===== src/rtl/core/wisd_pkg.sv =====
// Package for the windowed input sequence detector: types, codes and reset constants.
package wisd_pkg;

    localparam int CODE_W        = 6;
    localparam int LENGTH_W      = 4;
    localparam int LIMIT_W       = 6;
    localparam int PATTERN_W     = 48;
    localparam int MAX_STEPS     = 8;
    localparam int STEP_W        = 4;
    localparam int CFG_INDEX_W   = 3;
    localparam int DEF_HISTORY_DEPTH = 32;

    localparam logic [LENGTH_W-1:0]  CMD0_LENGTH_RST  = 4'd4;
    localparam logic [LIMIT_W-1:0]   CMD0_LIMIT_RST   = 6'd30;
    localparam logic [PATTERN_W-1:0] CMD0_PATTERN_RST = 48'd8455428;
    localparam logic [LENGTH_W-1:0]  CMD1_LENGTH_RST  = 4'd4;
    localparam logic [LIMIT_W-1:0]   CMD1_LIMIT_RST   = 6'd30;
    localparam logic [PATTERN_W-1:0] CMD1_PATTERN_RST = 48'd8470800;

    typedef enum logic [CFG_INDEX_W-1:0] {
        CFG_CMD0_LENGTH  = 3'd0,
        CFG_CMD0_LIMIT   = 3'd1,
        CFG_CMD0_PATTERN = 3'd2,
        CFG_CMD1_LENGTH  = 3'd3,
        CFG_CMD1_LIMIT   = 3'd4,
        CFG_CMD1_PATTERN = 3'd5
    } cfg_index_t;

    typedef enum logic [1:0] {
        ST_IDLE,
        ST_LOAD,
        ST_SCAN,
        ST_DONE
    } state_t;

endpackage


===== src/rtl/core/windowed_input_sequence_detector_core.sv =====
// Windowed input sequence detector: frame history memory, command scanner and result stage.
//
// Each input beat is one frame of stick and button state. The frame is packed into a
// 6-bit code and written into a history memory of HISTORY_DEPTH entries; then command
// zero and command one are checked in turn by a backward scan of that memory, one read
// per cycle through its single registered port. A scan has a setup step and then compare
// steps; it ends once the last step of the pattern matches or once the scan has gone back
// as far as the limit. On a match the whole history reads as zero from then on: the
// per-entry valid bits are all cleared together, so there is no clearing pass after
// reset. Results (up to two per frame, command zero first, tlast on the final one) sit
// in an output register, and the next frame is taken while they drain; a frame's
// results are loaded only once the previous ones are gone.
module windowed_input_sequence_detector_core #(
    parameter int HISTORY_DEPTH = wisd_pkg::DEF_HISTORY_DEPTH
) (
    input  logic                                 clk,
    input  logic                                 rst_n,
    input  logic                                 s_tvalid,
    output logic                                 s_tready,
    // [0] stick_up, [1] stick_down, [2] stick_left, [3] stick_right, [4] fire_button
    input  logic [7:0]                           s_tdata,
    output logic                                 m_tvalid,
    input  logic                                 m_tready,
    // [0] matched_command
    output logic [7:0]                           m_tdata,
    output logic                                 m_tlast,
    input  logic                                 cfg_valid,
    output logic                                 cfg_ready,
    input  logic [wisd_pkg::CFG_INDEX_W-1:0]     cfg_index,
    input  logic [wisd_pkg::PATTERN_W-1:0]       cfg_data
);
    import wisd_pkg::*;

    localparam int AW = (HISTORY_DEPTH > 1) ? $clog2(HISTORY_DEPTH) : 1;
    localparam int PW = AW + 1;
    localparam int BW = $clog2(HISTORY_DEPTH + 1);
    localparam int CW = (BW > LIMIT_W) ? BW : LIMIT_W;

    // Configuration registers.
    logic [LENGTH_W-1:0]  cmd0_length_reg, cmd1_length_reg;
    logic [LIMIT_W-1:0]   cmd0_limit_reg, cmd1_limit_reg;
    logic [PATTERN_W-1:0] cmd0_pattern_reg, cmd1_pattern_reg;

    // Control state.
    state_t          state_reg, state_next;
    logic            cmd_reg, cmd_next;
    logic [STEP_W-1:0] step_reg, step_next;
    logic [CW-1:0]   back_reg, back_next;
    logic [AW-1:0]   wp_reg, wp_next;
    logic [1:0]      hit_reg, hit_next;
    logic [1:0]      pend_reg, pend_next;
    logic [HISTORY_DEPTH-1:0] valid_reg;

    // History memory and its read port.
    logic [CODE_W-1:0] hist_mem [HISTORY_DEPTH];
    logic [CODE_W-1:0] rd_data_reg;
    logic              rd_valid_reg;
    logic [AW-1:0]     rd_addr;
    logic [PW-1:0]     rd_sum;

    logic              in_beat;
    logic              clear_hist;
    logic [CODE_W-1:0] frame_code;
    logic [CODE_W-1:0] hist_code;
    logic [CODE_W-1:0] want_code;
    logic [LENGTH_W-1:0]  len_sel;
    logic [STEP_W-1:0]    len_eff;
    logic [CW-1:0]        lim_sel;
    logic [CW-1:0]        lim_eff;
    logic [PATTERN_W-1:0] pat_sel;
    logic [2:0]           step_idx;
    logic [CW-1:0]        back_inc;

    assign cfg_ready = 1'b1;
    assign s_tready  = (state_reg == ST_IDLE);
    assign in_beat   = s_tvalid && s_tready;
    assign frame_code = {s_tdata[4:0], 1'b0};

    // Configuration writes; indexes past the list are ignored.
    always_ff @(posedge clk or negedge rst_n)
    begin
        if (!rst_n)
        begin
            cmd0_length_reg  <= CMD0_LENGTH_RST;
            cmd0_limit_reg   <= CMD0_LIMIT_RST;
            cmd0_pattern_reg <= CMD0_PATTERN_RST;
            cmd1_length_reg  <= CMD1_LENGTH_RST;
            cmd1_limit_reg   <= CMD1_LIMIT_RST;
            cmd1_pattern_reg <= CMD1_PATTERN_RST;
        end
        else if (cfg_valid && cfg_ready)
        begin
            case (cfg_index)
                CFG_CMD0_LENGTH:  cmd0_length_reg  <= cfg_data[LENGTH_W-1:0];
                CFG_CMD0_LIMIT:   cmd0_limit_reg   <= cfg_data[LIMIT_W-1:0];
                CFG_CMD0_PATTERN: cmd0_pattern_reg <= cfg_data;
                CFG_CMD1_LENGTH:  cmd1_length_reg  <= cfg_data[LENGTH_W-1:0];
                CFG_CMD1_LIMIT:   cmd1_limit_reg   <= cfg_data[LIMIT_W-1:0];
                CFG_CMD1_PATTERN: cmd1_pattern_reg <= cfg_data;
                default: ;
            endcase
        end
    end

    // Settings of the command under scan, with length and limit clamped.
    always_comb
    begin
        len_sel = cmd_reg ? cmd1_length_reg : cmd0_length_reg;
        lim_sel = CW'(cmd_reg ? cmd1_limit_reg : cmd0_limit_reg);
        pat_sel = cmd_reg ? cmd1_pattern_reg : cmd0_pattern_reg;
        len_eff = (STEP_W'(len_sel) > STEP_W'(MAX_STEPS)) ? STEP_W'(MAX_STEPS)
                                                          : STEP_W'(len_sel);
        lim_eff = (lim_sel > CW'(HISTORY_DEPTH)) ? CW'(HISTORY_DEPTH) : lim_sel;
        step_idx  = 3'(step_reg - STEP_W'(1));
        want_code = pat_sel[CODE_W*step_idx +: CODE_W];
        // A cleared entry reads as zero.
        hist_code = rd_valid_reg ? rd_data_reg : '0;
        back_inc  = back_reg + CW'(1);
    end

    // Scan sequencer.
    always_comb
    begin
        state_next = state_reg;
        cmd_next   = cmd_reg;
        step_next  = step_reg;
        back_next  = back_reg;
        wp_next    = wp_reg;
        hit_next   = hit_reg;
        pend_next  = pend_reg;
        clear_hist = 1'b0;

        // Result register drains one beat at a time, command zero first.
        if (m_tvalid && m_tready)
        begin
            if (pend_reg[0])
                pend_next[0] = 1'b0;
            else
                pend_next[1] = 1'b0;
        end

        case (state_reg)
            ST_IDLE:
            begin
                if (in_beat)
                begin
                    cmd_next   = 1'b0;
                    hit_next   = 2'b00;
                    state_next = ST_LOAD;
                end
            end
            ST_LOAD:
            begin
                back_next = '0;
                step_next = len_eff;
                if (len_sel == '0 || lim_eff == '0)
                begin
                    if (cmd_reg)
                        state_next = ST_DONE;
                    else
                        cmd_next = 1'b1;
                end
                else
                begin
                    state_next = ST_SCAN;
                end
            end
            ST_SCAN:
            begin
                if (hist_code == want_code)
                begin
                    // The same entry may also satisfy the next earlier step.
                    if (step_reg == STEP_W'(1))
                    begin
                        hit_next[cmd_reg] = 1'b1;
                        clear_hist = 1'b1;
                        state_next = cmd_reg ? ST_DONE : ST_LOAD;
                        cmd_next   = 1'b1;
                    end
                    else
                    begin
                        step_next = step_reg - STEP_W'(1);
                    end
                end
                else
                begin
                    back_next = back_inc;
                    if (back_inc >= lim_eff)
                    begin
                        state_next = cmd_reg ? ST_DONE : ST_LOAD;
                        cmd_next   = 1'b1;
                    end
                end
            end
            ST_DONE:
            begin
                if (pend_next == 2'b00)
                begin
                    pend_next  = hit_reg;
                    wp_next    = (wp_reg == AW'(HISTORY_DEPTH - 1)) ? '0 : wp_reg + AW'(1);
                    state_next = ST_IDLE;
                end
            end
            default:
            begin
                state_next = ST_IDLE;
            end
        endcase
    end

    // Read address: newest entry minus back, wrapped around the history.
    always_comb
    begin
        rd_sum  = PW'(wp_reg) + PW'(HISTORY_DEPTH) - PW'(back_next);
        rd_addr = (rd_sum >= PW'(HISTORY_DEPTH)) ? AW'(rd_sum - PW'(HISTORY_DEPTH))
                                                 : AW'(rd_sum);
    end

    always_ff @(posedge clk or negedge rst_n)
    begin
        if (!rst_n)
        begin
            state_reg <= ST_IDLE;
            cmd_reg   <= 1'b0;
            step_reg  <= '0;
            back_reg  <= '0;
            wp_reg    <= '0;
            hit_reg   <= 2'b00;
            pend_reg  <= 2'b00;
            valid_reg <= '0;
        end
        else
        begin
            state_reg <= state_next;
            cmd_reg   <= cmd_next;
            step_reg  <= step_next;
            back_reg  <= back_next;
            wp_reg    <= wp_next;
            hit_reg   <= hit_next;
            pend_reg  <= pend_next;
            if (clear_hist)
                valid_reg <= '0;
            else if (in_beat)
                valid_reg[wp_reg] <= 1'b1;
        end
    end

    always_ff @(posedge clk)
    begin
        if (in_beat)
            hist_mem[wp_reg] <= frame_code;
        rd_data_reg  <= hist_mem[rd_addr];
        rd_valid_reg <= valid_reg[rd_addr];
    end

    assign m_tvalid = pend_reg[0] || pend_reg[1];
    assign m_tdata  = {7'b0, !pend_reg[0]};
    assign m_tlast  = pend_reg[0] ? !pend_reg[1] : 1'b1;

endmodule

===== config.mk =====
export PLATFORM = sky130hd
export DESIGN_NAME = windowed_input_sequence_detector_core
export DESIGN_NICKNAME = d
export VERILOG_FILES = /design/src/rtl/core/wisd_pkg.sv /design/src/rtl/core/windowed_input_sequence_detector_core.sv
export SDC_FILE = /design/constraint.sdc
export NUM_CORES = 1
export LEC_CHECK = 0
export BUFFER_PORTS_ARGS = -buffer_cell sky130_fd_sc_hd__buf_2
export CAP_MARGIN = 40
export CORE_MARGIN = 2
export CORE_UTILIZATION = 30
export DETAILED_ROUTE_END_ITERATION = 16
export REMOVE_ABC_BUFFERS = 1
export SLEW_MARGIN = 20
export SYNTH_ARGS = -nofsm -noshare
export SYNTH_HDL_FRONTEND = slang
export SYNTH_SLANG_ARGS = --single-unit

===== constraint.sdc =====
create_clock -name clk -period 15.9 [get_ports clk]
set_clock_uncertainty 0.2 [all_clocks]
set_input_delay 2.385 -clock clk [delete_from_list [all_inputs] [get_ports clk]]
set_output_delay 2.385 -clock clk [all_outputs]
set_load 0.01 [all_outputs]

======== Word level (Yosys, flattened, before mapping) ========
Memories as Yosys holds them, arrays and structs flattened. A register that Yosys moved wholly into a read port is not among the register bits.
Cells that the tools add are included.
W data, S select, Z words.
storage, ports and cells
  register bits ........................... 177
  RAM bits ................................ 160
  input bits .............................. 64
  memories kept ........................... 1
memory list
  memory    depth  width  rd ports  clocked after memory_dff  wr ports  RTL line                                     source
  hist_mem  32     5      1         1                         1         windowed_input_sequence_detector_core.sv:55  logic [CODE_W-1:0] hist_mem [HISTORY_DEPTH];
operators by class
  $add $sub $neg .......................... 6
  multipliers ............................. 1
  $lt $le $gt $ge ......................... 9
  eq/ne operators ......................... 20
  shifts and indexed selects .............. 1
  mux-type cells .......................... 50
  bitwise operators ....................... 2
  reduce and logical (&&, ||, !) cells .... 28
operators by type and width
  cell                   count
  $mux W32               2
  $mux W48               1
  $shiftx A48 B7 Y6      1
  $or A32 B32 Y32        1
  $mux W2                14
  $mux W6                4
  $mux W4                4
  $mux W1                15
  $reduce_and A2 Y1      7
  $lt A5 B6 Y1 const B   2
  $pmux W6 S2            1
  $mux W5                2
  $ne A2 B2 Y1 const B   5
  $reduce_and A5 Y1      2
  $ne A3 B3 Y1 const B   3
  $pmux W2 S4            1
  $pmux W4 S2            1
  $add A5 B6 Y6 const B  1
  $add A6 B1 Y6 const B  1
  $eq A3 B2 Y1 const B   2
  $eq A3 B3 Y1 const B   2
  $eq A6 B6 Y1           1
  $ge A6 B6 Y1           1
  $ge A6 B6 Y1 const B   1
  other kinds (33)       42

======== Depth between registers and ports, before layout ========
Gate-level depths: netlist (run 1).
  depth in word-level cells ............... 11
  mapped depth ............................ 23
  gate-level depth less buffers ........... 19

======== Worst setup path after synthesis (run 1) ========
No wires, ideal clock.
  path type ............................... register -> register
  from .................................... reg step_reg[0]
  to ...................................... reg rd_data_reg[1] (read register of hist_mem)
  setup time .............................. 121 ps
  arrival ................................. 5378 ps
  slack ................................... 10201 ps
  cell stages (with the launch flop) ...... 21
  period minus slack after synthesis ...... 5699 ps
  cell sequence ........................... dfrtp_1 buf_2 buf_2 inv_1 ha_1 xor2_2 mux4_2 xnor2_1 a211o_1 nor2_1 buf_2 mux2i_1 o2bb2ai_1 ha_1 fa_1 xor2_1 clkbuf_1 clkbuf_1 mux2i_1 a21oi_1 mux2_4
on the way
  cells in the longest elaborated chain, start to end .. 9
  elaborated cells between the ends (all ways) .. 10
  classes of those cells .................. 3 x add/sub; 1 x mul; 1 x order compare; 1 x eq/ne; 1 x shift; 3 x mux
RTL lines
  item                                           RTL line                                      source
  start, declared                                windowed_input_sequence_detector_core.sv:47   logic [STEP_W-1:0] step_reg, step_next;
  start signal, assigned                         windowed_input_sequence_detector_core.sv:236  step_reg <= step_next;
  $sub A4 B1 Y4 (*)                              n/a
  $mul A2 B3 Y5 (*)                              windowed_input_sequence_detector_core.sv:115  want_code = pat_sel[CODE_W*step_idx +: CODE_W];
  $shiftx A48 B7 Y6 (*)                          windowed_input_sequence_detector_core.sv:115
  $eq A6 B6 Y1 (*)                               windowed_input_sequence_detector_core.sv:170  if (hist_code == want_code)
  $mux W6 (*)                                    windowed_input_sequence_detector_core.sv:170
  $pmux W6 S2 (*)                                windowed_input_sequence_detector_core.sv:142  case (state_reg)
  named net back_next[0]                         windowed_input_sequence_detector_core.sv:48   logic [CW-1:0] back_reg, back_next;
  $sub A6 B6 Y6 (*)                              windowed_input_sequence_detector_core.sv:214  rd_sum = PW'(wp_reg) + PW'(HISTORY_DEPTH) - PW'(back_next);
  $sub A5 B1 Y5 or $ge A6 B6 Y1 (tied branches)  windowed_input_sequence_detector_core.sv:215  rd_addr = (rd_sum >= PW'(HISTORY_DEPTH)) ? AW'(rd_sum - PW'(HISTORY_DEPTH))
  $mux W5 (*)                                    windowed_input_sequence_detector_core.sv:215
  end, declared                                  windowed_input_sequence_detector_core.sv:56   logic [CODE_W-1:0] rd_data_reg;
The timed path passes the listed nets; every way through them passes the cells marked *.
A chain may end at the register's enable or synchronous reset.

======== Worst setup path after layout (run 1) ========
  from .................................... reg cmd_reg
  to ...................................... reg rd_valid_reg
on the way
  cells in the longest elaborated chain, start to end .. 10
  elaborated cells between the ends (all ways) .. 11
  classes of those cells .................. 2 x add/sub; 1 x order compare; 1 x eq/ne; 1 x shift; 6 x mux
RTL lines
  item                                           RTL line                                      source
  start, declared                                windowed_input_sequence_detector_core.sv:46   logic cmd_reg, cmd_next;
  start signal, assigned                         windowed_input_sequence_detector_core.sv:235  cmd_reg <= cmd_next;
  $mux W48 (*)                                   windowed_input_sequence_detector_core.sv:110  pat_sel = cmd_reg ? cmd1_pattern_reg : cmd0_pattern_reg;
  $shiftx A48 B7 Y6 (*)                          windowed_input_sequence_detector_core.sv:115
  $eq A6 B6 Y1 (*)                               windowed_input_sequence_detector_core.sv:170
  $mux W6 (*)                                    windowed_input_sequence_detector_core.sv:170
  $pmux W6 S2 (*)                                windowed_input_sequence_detector_core.sv:142
  named net back_next[0]                         windowed_input_sequence_detector_core.sv:48
  $sub A6 B6 Y6 (*)                              windowed_input_sequence_detector_core.sv:214
  $sub A5 B1 Y5 or $ge A6 B6 Y1 (tied branches)  windowed_input_sequence_detector_core.sv:215
  $mux W5 (*)                                    windowed_input_sequence_detector_core.sv:215
  $bmux W1 S5 (*)                                windowed_input_sequence_detector_core.sv:253  rd_valid_reg <= valid_reg[rd_addr];
  $mux W1 (not written as such) (*)              windowed_input_sequence_detector_core.sv:253
  end signal, assigned                           windowed_input_sequence_detector_core.sv:253
  end, declared                                  windowed_input_sequence_detector_core.sv:57   logic rd_valid_reg;
The timed path passes the listed nets; every way through them passes the cells marked *. The select of a mux whose other input is x is not followed.

==> results of run 1 <==
[routing by layer]
metal | up-vias | GRT usage | share of wire
met5 | - | 0 | 0.00041
met4 | 2 | 0.0344 | 0.019
met3 | 46 | 0.0267 | 0.052
met2 | 158 | 0.210 | 0.47
met1 | 4249 | 0.169 | 0.46
li1 | 3778 | - | -
[per-stage QoR]
step / worst slack (ns) / hold WS [ns] / instance area (um^2) / utilization / std cells
floorplan: 8.56 / 0.259 / 14700 / - / 908
global placement: 9.23 / 0.268 / 16000 / 0.326 / 1645
detailed placement: 9.12 / 0.276 / 16100 / 0.328 / 1650
CTS: 9.15 / 0.290 / 17300 / 0.353 / 1720
global route: 9.05 / 0.302 / 17300 / 0.353 / 1721
finish: 9.51 / 0.288 / 17300 / 0.354 / 1723
[path summary, 6_finish.rpt]
path | slack, ns | depth (start not counted) | endpoint
worst max register to register | 9.51 | 19 | rd_valid_reg
min in group asynchronous | 1.56 | 1 | cmd0_pattern_reg[22]
max in group asynchronous | 12.58 | 4 | valid_reg[0]
worst min-delay path | 0.29 | 1 | valid_reg[13]
worst max-delay path | 9.51 | 19 | rd_valid_reg
worst min register to register | 0.29 | 1 | valid_reg[13]
[area by class of cell]
type	instances	area (um^2)	area share
Inverter	20	75.1	0.00433
Multi-Input combinational cell	552	5500	0.317
Antenna cell	2	5.00	0.000289
Clock buffer	57	1120	0.0648
Clock inverter	13	123	0.00707
Timing Repair Buffer	79	487	0.0281
Sequential cell	336	9210	0.531
Tap cell	664	831	0.0479
[worst max-delay path, stage by stage, from the launching register on]
cell and delay (ns):
dfrtp_2 0.34, buf_4 0.56, mux4_2 0.62, nand3_1 0.12
nand4_1 0.30, nor3_1 0.26, a31oi_1 0.06, a211o_1 0.37
nor2_1 0.22, buf_4 0.22, mux2i_1 0.19, o2bb2ai_1 0.15
ha_4 0.19, fa_2 0.51, buf_4 0.58, mux4_2 0.42
nor2b_1 0.15, a211oi_1 0.33, a21oi_1 0.12, mux2_4 0.29
[cells by family after synthesis]
group	count (synthesis)	synth area share
DFF	336	0.616
muxes	224	0.224
and+or+nand+nor	167	0.0554
AOI/OAI and AO/OA	116	0.0533
buffers and inverters	73	0.0218
adders and majority gates	24	0.0206
xor gates and xnor gates	13	0.00937
other	2	0.000502
[power by group through the flow]
| stage | clock network, uW | logic, uW | registers [uW] |
|---|---|---|---|
| 2_1_floorplan | 0 | 1130 | 1150 |
| 3_3_place_gp | 0 | 1490 | 1150 |
| 3_5_place_dp | 0 | 1530 | 1150 |
| 4_1_cts | 886 | 1540 | 1140 |
| 5_1_grt | 921 | 1660 | 1150 |
| 6_report | 864 | 1510 | 1140 |
[synth_stat cells, drive strengths merged, types with 3 or more instances]
cell type	instances	area share
nor2b	17	0.0071
nand3	31	0.011
a31oi	7	0.0029
o21a	36	0.018
inv	20	0.0050
dfrtp	150	0.25
a21oi	19	0.0064
nand3b	4	0.0020
a22oi	3	0.0015
o21ai	15	0.0050
buf	29	0.011
clkbuf	24	0.0060
nand4	6	0.0025
xnor2	10	0.0071
xor2	3	0.0023
mux2i	19	0.013
a211oi	14	0.0070
nor3b	3	0.0015
a21o	4	0.0020
dfstp	20	0.035
nor3	9	0.0033
mux4	73	0.11
mux2	132	0.10
dfxtp	6	0.0080
nor2	48	0.012
and3	4	0.0017
ha	23	0.019
edfxtp	160	0.32
nand2	35	0.0088
[layout by cell type (no fill, tap or decap), drive strengths merged, types with 14 or more instances in the layout]
| cell type | netlist | layout |
|---|---|---|
| edfxtp | 160 | 160 |
| dfrtp | 150 | 150 |
| mux2 | 132 | 132 |
| buf | 29 | 79 |
| mux4 | 73 | 73 |
| clkbuf | 24 | 57 |
| nor2 | 48 | 48 |
| o21a | 36 | 36 |
| nand2 | 35 | 35 |
| nand3 | 31 | 31 |
| ha | 23 | 23 |
| inv | 20 | 21 |
| dfstp | 20 | 20 |
| mux2i | 19 | 19 |
| a21oi | 19 | 19 |
| nor2b | 17 | 17 |
| o21ai | 15 | 15 |
| a211oi | 14 | 14 |
==> results.toml, run 1 <==
[status]
outcome = "finished, final reports clean"

[drt]
via_per_inst = 4.78
drt-total-wl_um = 31700
vias = 8233
postRouteAntennaNets = 0
firstDrtPassIters = 4
drc = 0
wl_per_cell_um = 18.4
drt-initial-drc-count = 570

[synthesis]
ys_ff_latch = 336
yosysWarnings = 0
yosysSeqAreaShare = 0.616
synth_edf_count = 160
postSynthCellCount = 955
ys.flop_type = "edfxtp_1"
synthArstFlopShare = 0.506
avgSynthCellArea_um2 = 15.7
syn_area_mm2 = 0.0150
synth.distinct_cells = 64

[global_route]
grt_pass1_vias = 8854
grt_start_max_net_pins = 53
antenna_found_initial = 2
grt_pass1_wl_um = 50900
grt.total_usage = 0.127
grt_overflow = 0

[clocking]
htreeDepth = 2
ctsHoldBuffers = 0
cts_sinks = 336
clock_path_buffers = 3
cts_setup_buffers = 0
cts_tree = "yes"
cts-root-buf = "clkbuf_16"
cts-resized-gates = 0
path_clk_slew_ns = 0.06
cts_buffers = 38
insertion_delay_ns = 0.54

[floorplan]
die_h_um = 227
initial_core_util = 0.305
row_count = 81
dieArea_mm2 = 0.0516
io_pins = 76
fp.coreArea_mm2 = 0.0491
dieWidth_um = 227

[job]
maxCapViolCount = 0

[pwr]
swShare = 0.343
pwr-share-comb = 0.430
powerDensity_mw_per_mm2 = 202
leakagePower_uw = 0.00651
ir_worst_vdd_mv = 0.169
power.total_uw = 3510
net-switching-power_uw = 1200
power_frac_seq = 0.324
p_clk_frac = 0.246
power.internal_uw = 2310

[setup_path]
r2r-start = "cmd_reg"
path_max_fanout = 48
critPathKind = "reg2reg"
arrival_ns = 6.60
endpoint_kind = "register"
crit_start = "cmd_reg"
crit_path_start_kind = "register"
worstPathRequired_ns = 16.11

[cells_and_area]
area_delta_synth_final_pct = 16.0
largest_reg_flops = 160
drive_gt1_frac = 0.356
n_fill_cell = 4737
layout.nets = 1115

[timing]
fin_crit_sh = 0.402
clock.fmax_mhz = 157
slew_headroom = 0.517
finalCriticalPeriod_ns = 6.39
tns_ns = 0
final-hold-violation-count = 0
slew_viol_final = 0
worst_pin_slew_ns = 0.724
setup_viol = 0
rsz0062_at_grt = "no"

[placement]
gp_congestion = 0.728
hpwl_um = 20400
portBuffers = 64

[hold_path]
hold_class = "reg2reg"
min_from = "valid_reg[13]"
No activity file was read; power rests on OpenSTA's default activity.
==> inputs of run 2 (changes only) <==
ABC_AREA = 1   (was default)
clock period = 5.3 ns   (was 15.9 ns; I/O delays follow)
==> results.toml, run 2 <==
[synthesis]
synth_top_cell_by_area = "edfxtp_1"
avgSynthCellArea_um2 = 9.46
ys.flop_type = "edfxtp_1"
synth.distinct_cells = 48
synth_edf_count = 160
postSynthCellCount = 1640
synth_adder_area_share = 0.0198
synth_xor_area_frac = 0.00557
synth_most_common_cell = "nand2_1"
synth.area.mux_share = 0.0274
netlist.area_leader.share = 0.310
yosysSeqAreaShare = 0.593
synthArstFlopShare = 0.506
yosysWarnings = 0
synth-simple-area-share = 0.188
synth.area.top_cells = "edfxtp_1, dfrtp_1, nand2_1"
syn_area_mm2 = 0.0155
synth_top_family_by_area = "simple AND/OR/NAND/NOR gates"
netlist_top_cells_count = "nand2_1, nor2_1, o21ai_0, edfxtp_1, inv_1"
ys_ff_latch = 336
synth-compound-area-share = 0.0996

[clocking]
cts-resized-gates = 0
insertion_delay_ns = 0.52
htreeDepth = 2
cts_buffers = 37
cts_setup_buffers = 0
cts_sinks = 336
cts-root-buf = "clkbuf_16"
clock_path_buffers = 3
cts_tree = "yes"
ctsHoldBuffers = 0
path_clk_slew_ns = 0.06

[setup_path]
worstPathRequired_ns = 5.54
rr_endpoint = "rd_valid_reg"
critPathKind = "reg2reg"
arrival_ns = 5.11
path_max_fanout = 21
rrSetupSlack_ns = 0.43
endpoint_kind = "register"
crit_start = "step_reg[1]"
r2r-start = "step_reg[1]"
crit_path_start_kind = "register"
reg2reg_depth = 22

[cells_and_area]
n_fill_cell = 5156
layout_commonest_cell = "nand2_1"
area_delta_synth_final_pct = 14.5
fin_cells = 2391
drive_gt1_frac = 0.130
final_core_util = 0.347
layout_common_cells = "nand2_1, nor2_1, o21ai_0"
largest_reg_flops = 160
layout.nets = 1773
diodes = 0

[drt]
drt-initial-drc-count = 820
wl_per_cell_um = 15.3
via_per_inst = 4.67
drc = 0
drt-total-wl_um = 36500
vias = 11200
postRouteAntennaNets = 0
firstDrtPassIters = 7

[pwr]
power.internal_uw = 6770
swShare = 0.411
leakagePower_uw = 0.00755
power_frac_seq = 0.295
p_clk_frac = 0.213
powerDensity_mw_per_mm2 = 648
net-switching-power_uw = 4730
ir_worst_vdd_mv = 0.389
pwr-share-comb = 0.492

[floorplan]
row_count = 83
io_pins = 76
fp.coreArea_mm2 = 0.0512
die_h_um = 231
dieArea_mm2 = 0.0535
dieWidth_um = 231
initial_core_util = 0.303

[timing]
final-hold-violation-count = 0
setup_viol = 0
tns_ns = 0
fin_crit_sh = 0.918
worst_pin_slew_ns = 0.637
clock.fmax_mhz = 205
slew_headroom = 0.573
finalCriticalPeriod_ns = 4.87
worst_slack_ns = 0.433
rsz0062_at_grt = "no"
slew_viol_final = 0
hold_ws_ns = 0.0197

[placement]
hpwl_um = 23200
place_inst = 2325
pre_cts_slack_ns = 0.499
portBuffers = 64
gp_congestion = 0.799

[hold_path]
hold_class = "in2async"

[global_route]
grt.total_usage = 0.137
grt_overflow = 0
grt_pass1_wl_um = 58400
grt_pass1_vias = 10700
grt_start_max_net_pins = 66
antenna_found_initial = 0

[job]
maxCapViolCount = 0

[status]
outcome = "finished, final reports clean"
-- run 2: cell type report --
class,instances,area (um^2),share of cell area
multi-input combinational,1064,5340,0.301
timing repair buffer,88,627,0.0353
clock inverter,9,71.3,0.00402
tap,680,851,0.0479
inverter,158,593,0.0334
clock buffer,56,1070,0.0601
sequential,336,9210,0.518
-- run 2: cells by family (layout without fill, tap and decap cells) --
| kind of cell | after synthesis | after routing |
|---|---|---|
| AND/OR/NAND/NOR | 718 | 718 |
| flip-flops | 336 | 336 |
| AO/OA/AOI/OAI | 267 | 267 |
| buffers and inverters | 246 | 311 |
| multiplexers | 38 | 38 |
| adder cells (fa/ha/maj) | 24 | 24 |
| XOR/XNOR | 9 | 9 |
| other | 2 | 8 |
-- run 2: per-stage QoR --
step           total power (uW)  instance area (um^2)
6_report                  11500                 17800
5_1_grt                   12300                 17800
3_5_place_dp               9080                 16600
4_1_cts                   11600                 17700
3_3_place_gp               8990                 16500
2_1_floorplan              7230                 15100
-- run 2: power groups by stage --
stage,clock [uW],sequential [uW],combinational (uW)
6_report,2450,3390,5660
5_1_grt,2620,3440,6270
3_3_place_gp,0,3420,5570
2_1_floorplan,0,3430,3800
4_1_cts,2510,3390,5680
3_5_place_dp,0,3430,5640
-- run 2: critical path: stages (launching register included) --
cell and delay [ns]:
dfrtp_1 0.36, inv_1 0.11, ha_1 0.26, inv_1 0.44, nand3_1 0.22, nand3_1 0.19
nand2_1 0.07, nand2_1 0.07, nand2_1 0.06, nor2_2 0.20, nand3_4 0.16, o21ai_0 0.18
nand2_1 0.06, o31ai_1 0.09, ha_2 0.38, inv_2 0.39, buf_4 0.36, nor2_1 0.07
o32ai_1 0.30, mux2_2 0.23, mux2_2 0.15, nand3_1 0.08, nand2_1 0.16
-- run 2: worst max-delay path by stage --
stage               slack, ns             end  cells past startpoint
finish                   0.43    rd_valid_reg                     22
global route             0.09  rd_data_reg[2]                     22
CTS                      0.45  rd_data_reg[2]                     21
detailed placement       0.50  rd_data_reg[2]                     21
global placement         0.50  rd_data_reg[2]                     22
floorplan               -2.59  rd_data_reg[1]                     21
-- run 2: per-layer routing --
layer | GRT usage | share of wire | vias to the layer above
met4 | 0.0315 | 0.018 | 0
li1 | - | - | 5522
met2 | 0.225 | 0.47 | 252
met3 | 0.0231 | 0.046 | 51
met5 | 0 | 0 | -
met1 | 0.188 | 0.47 | 5350
==> inputs of run 3 (changes only) <==
CORE_UTILIZATION = 45   (was 30)
clock period = 6 ns   (was 5.3 ns; I/O delays follow)
==> results.toml, run 3 (synthesized netlist as in run 2, its figures left out) <==
[timing]
rsz0062_at_grt = "no"
worst_pin_slew_ns = 0.793
finalCriticalPeriod_ns = 5.05
clock.fmax_mhz = 198
worst_slack_ns = 0.948
slew_headroom = 0.472
final-hold-violation-count = 0
fin_crit_sh = 0.842
setup_viol = 0
tns_ns = 0
slew_viol_final = 0

[global_route]
grt_overflow = 0
antenna_found_initial = 0
grt_pass1_vias = 10700
grt_start_max_net_pins = 97
grt.total_usage = 0.198
grt_pass1_wl_um = 56900

[cells_and_area]
layout.nets = 1771
largest_reg_flops = 160
final_core_util = 0.519
diodes = 0
area_delta_synth_final_pct = 12.8
layout_common_cells = "nand2_1, nor2_1, o21ai_0"
drive_gt1_frac = 0.130
layout_commonest_cell = "nand2_1"

[clocking]
cts_tree = "yes"
ctsHoldBuffers = 0
cts-root-buf = "clkbuf_16"
cts_sinks = 336
insertion_delay_ns = 0.53
cts_setup_buffers = 0
cts-resized-gates = 0
htreeDepth = 2
path_clk_slew_ns = 0.06
clock_path_buffers = 3
cts_buffers = 38

[floorplan]
row_count = 67
initial_core_util = 0.460
io_pins = 76
fp.coreArea_mm2 = 0.0337
dieWidth_um = 190
dieArea_mm2 = 0.0360
die_h_um = 190

[hold_path]
hold_class = "in2async"

[pwr]
p_clk_frac = 0.223
leakagePower_uw = 0.00757
swShare = 0.406
power.internal_uw = 6000
powerDensity_mw_per_mm2 = 577
ir_worst_vdd_mv = 0.456
power_frac_seq = 0.296
net-switching-power_uw = 4100
pwr-share-comb = 0.481

[setup_path]
path_max_fanout = 34
crit_path_start_kind = "register"
arrival_ns = 5.31
worstPathRequired_ns = 6.26
endpoint_kind = "register"
critPathKind = "reg2reg"

[placement]
pre_cts_slack_ns = 0.987
portBuffers = 64
gp_congestion = 0.805
hpwl_um = 21500

[drt]
postRouteAntennaNets = 0
via_per_inst = 5.14
drc = 0
firstDrtPassIters = 5
wl_per_cell_um = 16.2
drt-total-wl_um = 35000
drt-initial-drc-count = 783
vias = 11100

[status]
outcome = "finished, final reports clean"

[job]
maxCapViolCount = 0
[run 3: routing by layer]
layer	global-route usage	up-vias	part of all wire
met4	0.0623	0	0.024
li1	-	5521	-
met3	0.0277	58	0.044
met5	0	-	0
met1	0.275	5268	0.47
met2	0.324	250	0.47
[run 3: final cells by class]
type	instances	area [um^2]
well taps	448	561
inverters	158	593
flip-flops and latches	336	9210
clock buffers	49	1010
clock inverters	21	196
multi-input cells	1064	5340
repair buffers	85	594
fillers	3110	16200
[run 3: final timing paths]
kind / from / to / slack, ns / cells past startpoint
max in group asynchronous: rst_n / cmd1_pattern_reg[27] / 4.41 / 2
min in group clk: hit_reg[1] / pend_reg[1] / 0.26 / 2
hold reg to reg: hit_reg[1] / pend_reg[1] / 0.26 / 2
hold / removal: rst_n / cmd0_limit_reg[0] / 0.16 / 1
setup reg to reg: step_reg[1] / rd_valid_reg / 0.95 / 22
setup / recovery: step_reg[1] / rd_valid_reg / 0.95 / 22
[run 3: critical path: stages, from the launching register on]
cell     delay (ns)
dfrtp_1        0.33
inv_1          0.08
ha_1           0.22
xnor2_2        0.48
inv_1          0.28
nand3_1        0.22
nand2_1        0.07
nand2_1        0.06
nand2_1        0.07
nor2_2         0.18
nand3_4        0.17
o21ai_0        0.18
nand2_1        0.07
o31ai_1        0.09
ha_2           0.50
inv_2          0.41
buf_4          0.43
nor2_1         0.08
o32ai_1        0.33
mux2_2         0.22
mux2_2         0.13
nand2_1        0.06
nand2_1        0.10
[run 3: through the flow]
stage | power [uW] | hold slack (ns) | instances | area (um^2)
CTS | 10200 | 0.177 | 2158 | 17400
global route | 10800 | 0.204 | 2161 | 17500
finish | 10100 | 0.159 | 2161 | 17500
floorplan | 6380 | 0.236 | 1558 | 15100
detailed placement | 7880 | 0.255 | 2088 | 16200
global placement | 7800 | 0.259 | 2088 | 16200
[run 3: power by group through the flow]
stage	Sequential (uW)	Clock [uW]	Combinational, uW
after detailed placement	3030	0	4850
after floorplan	3030	0	3350
final	2990	2250	4850
after global routing	3030	2390	5410
after global placement	3020	0	4780
after CTS	2990	2310	4880
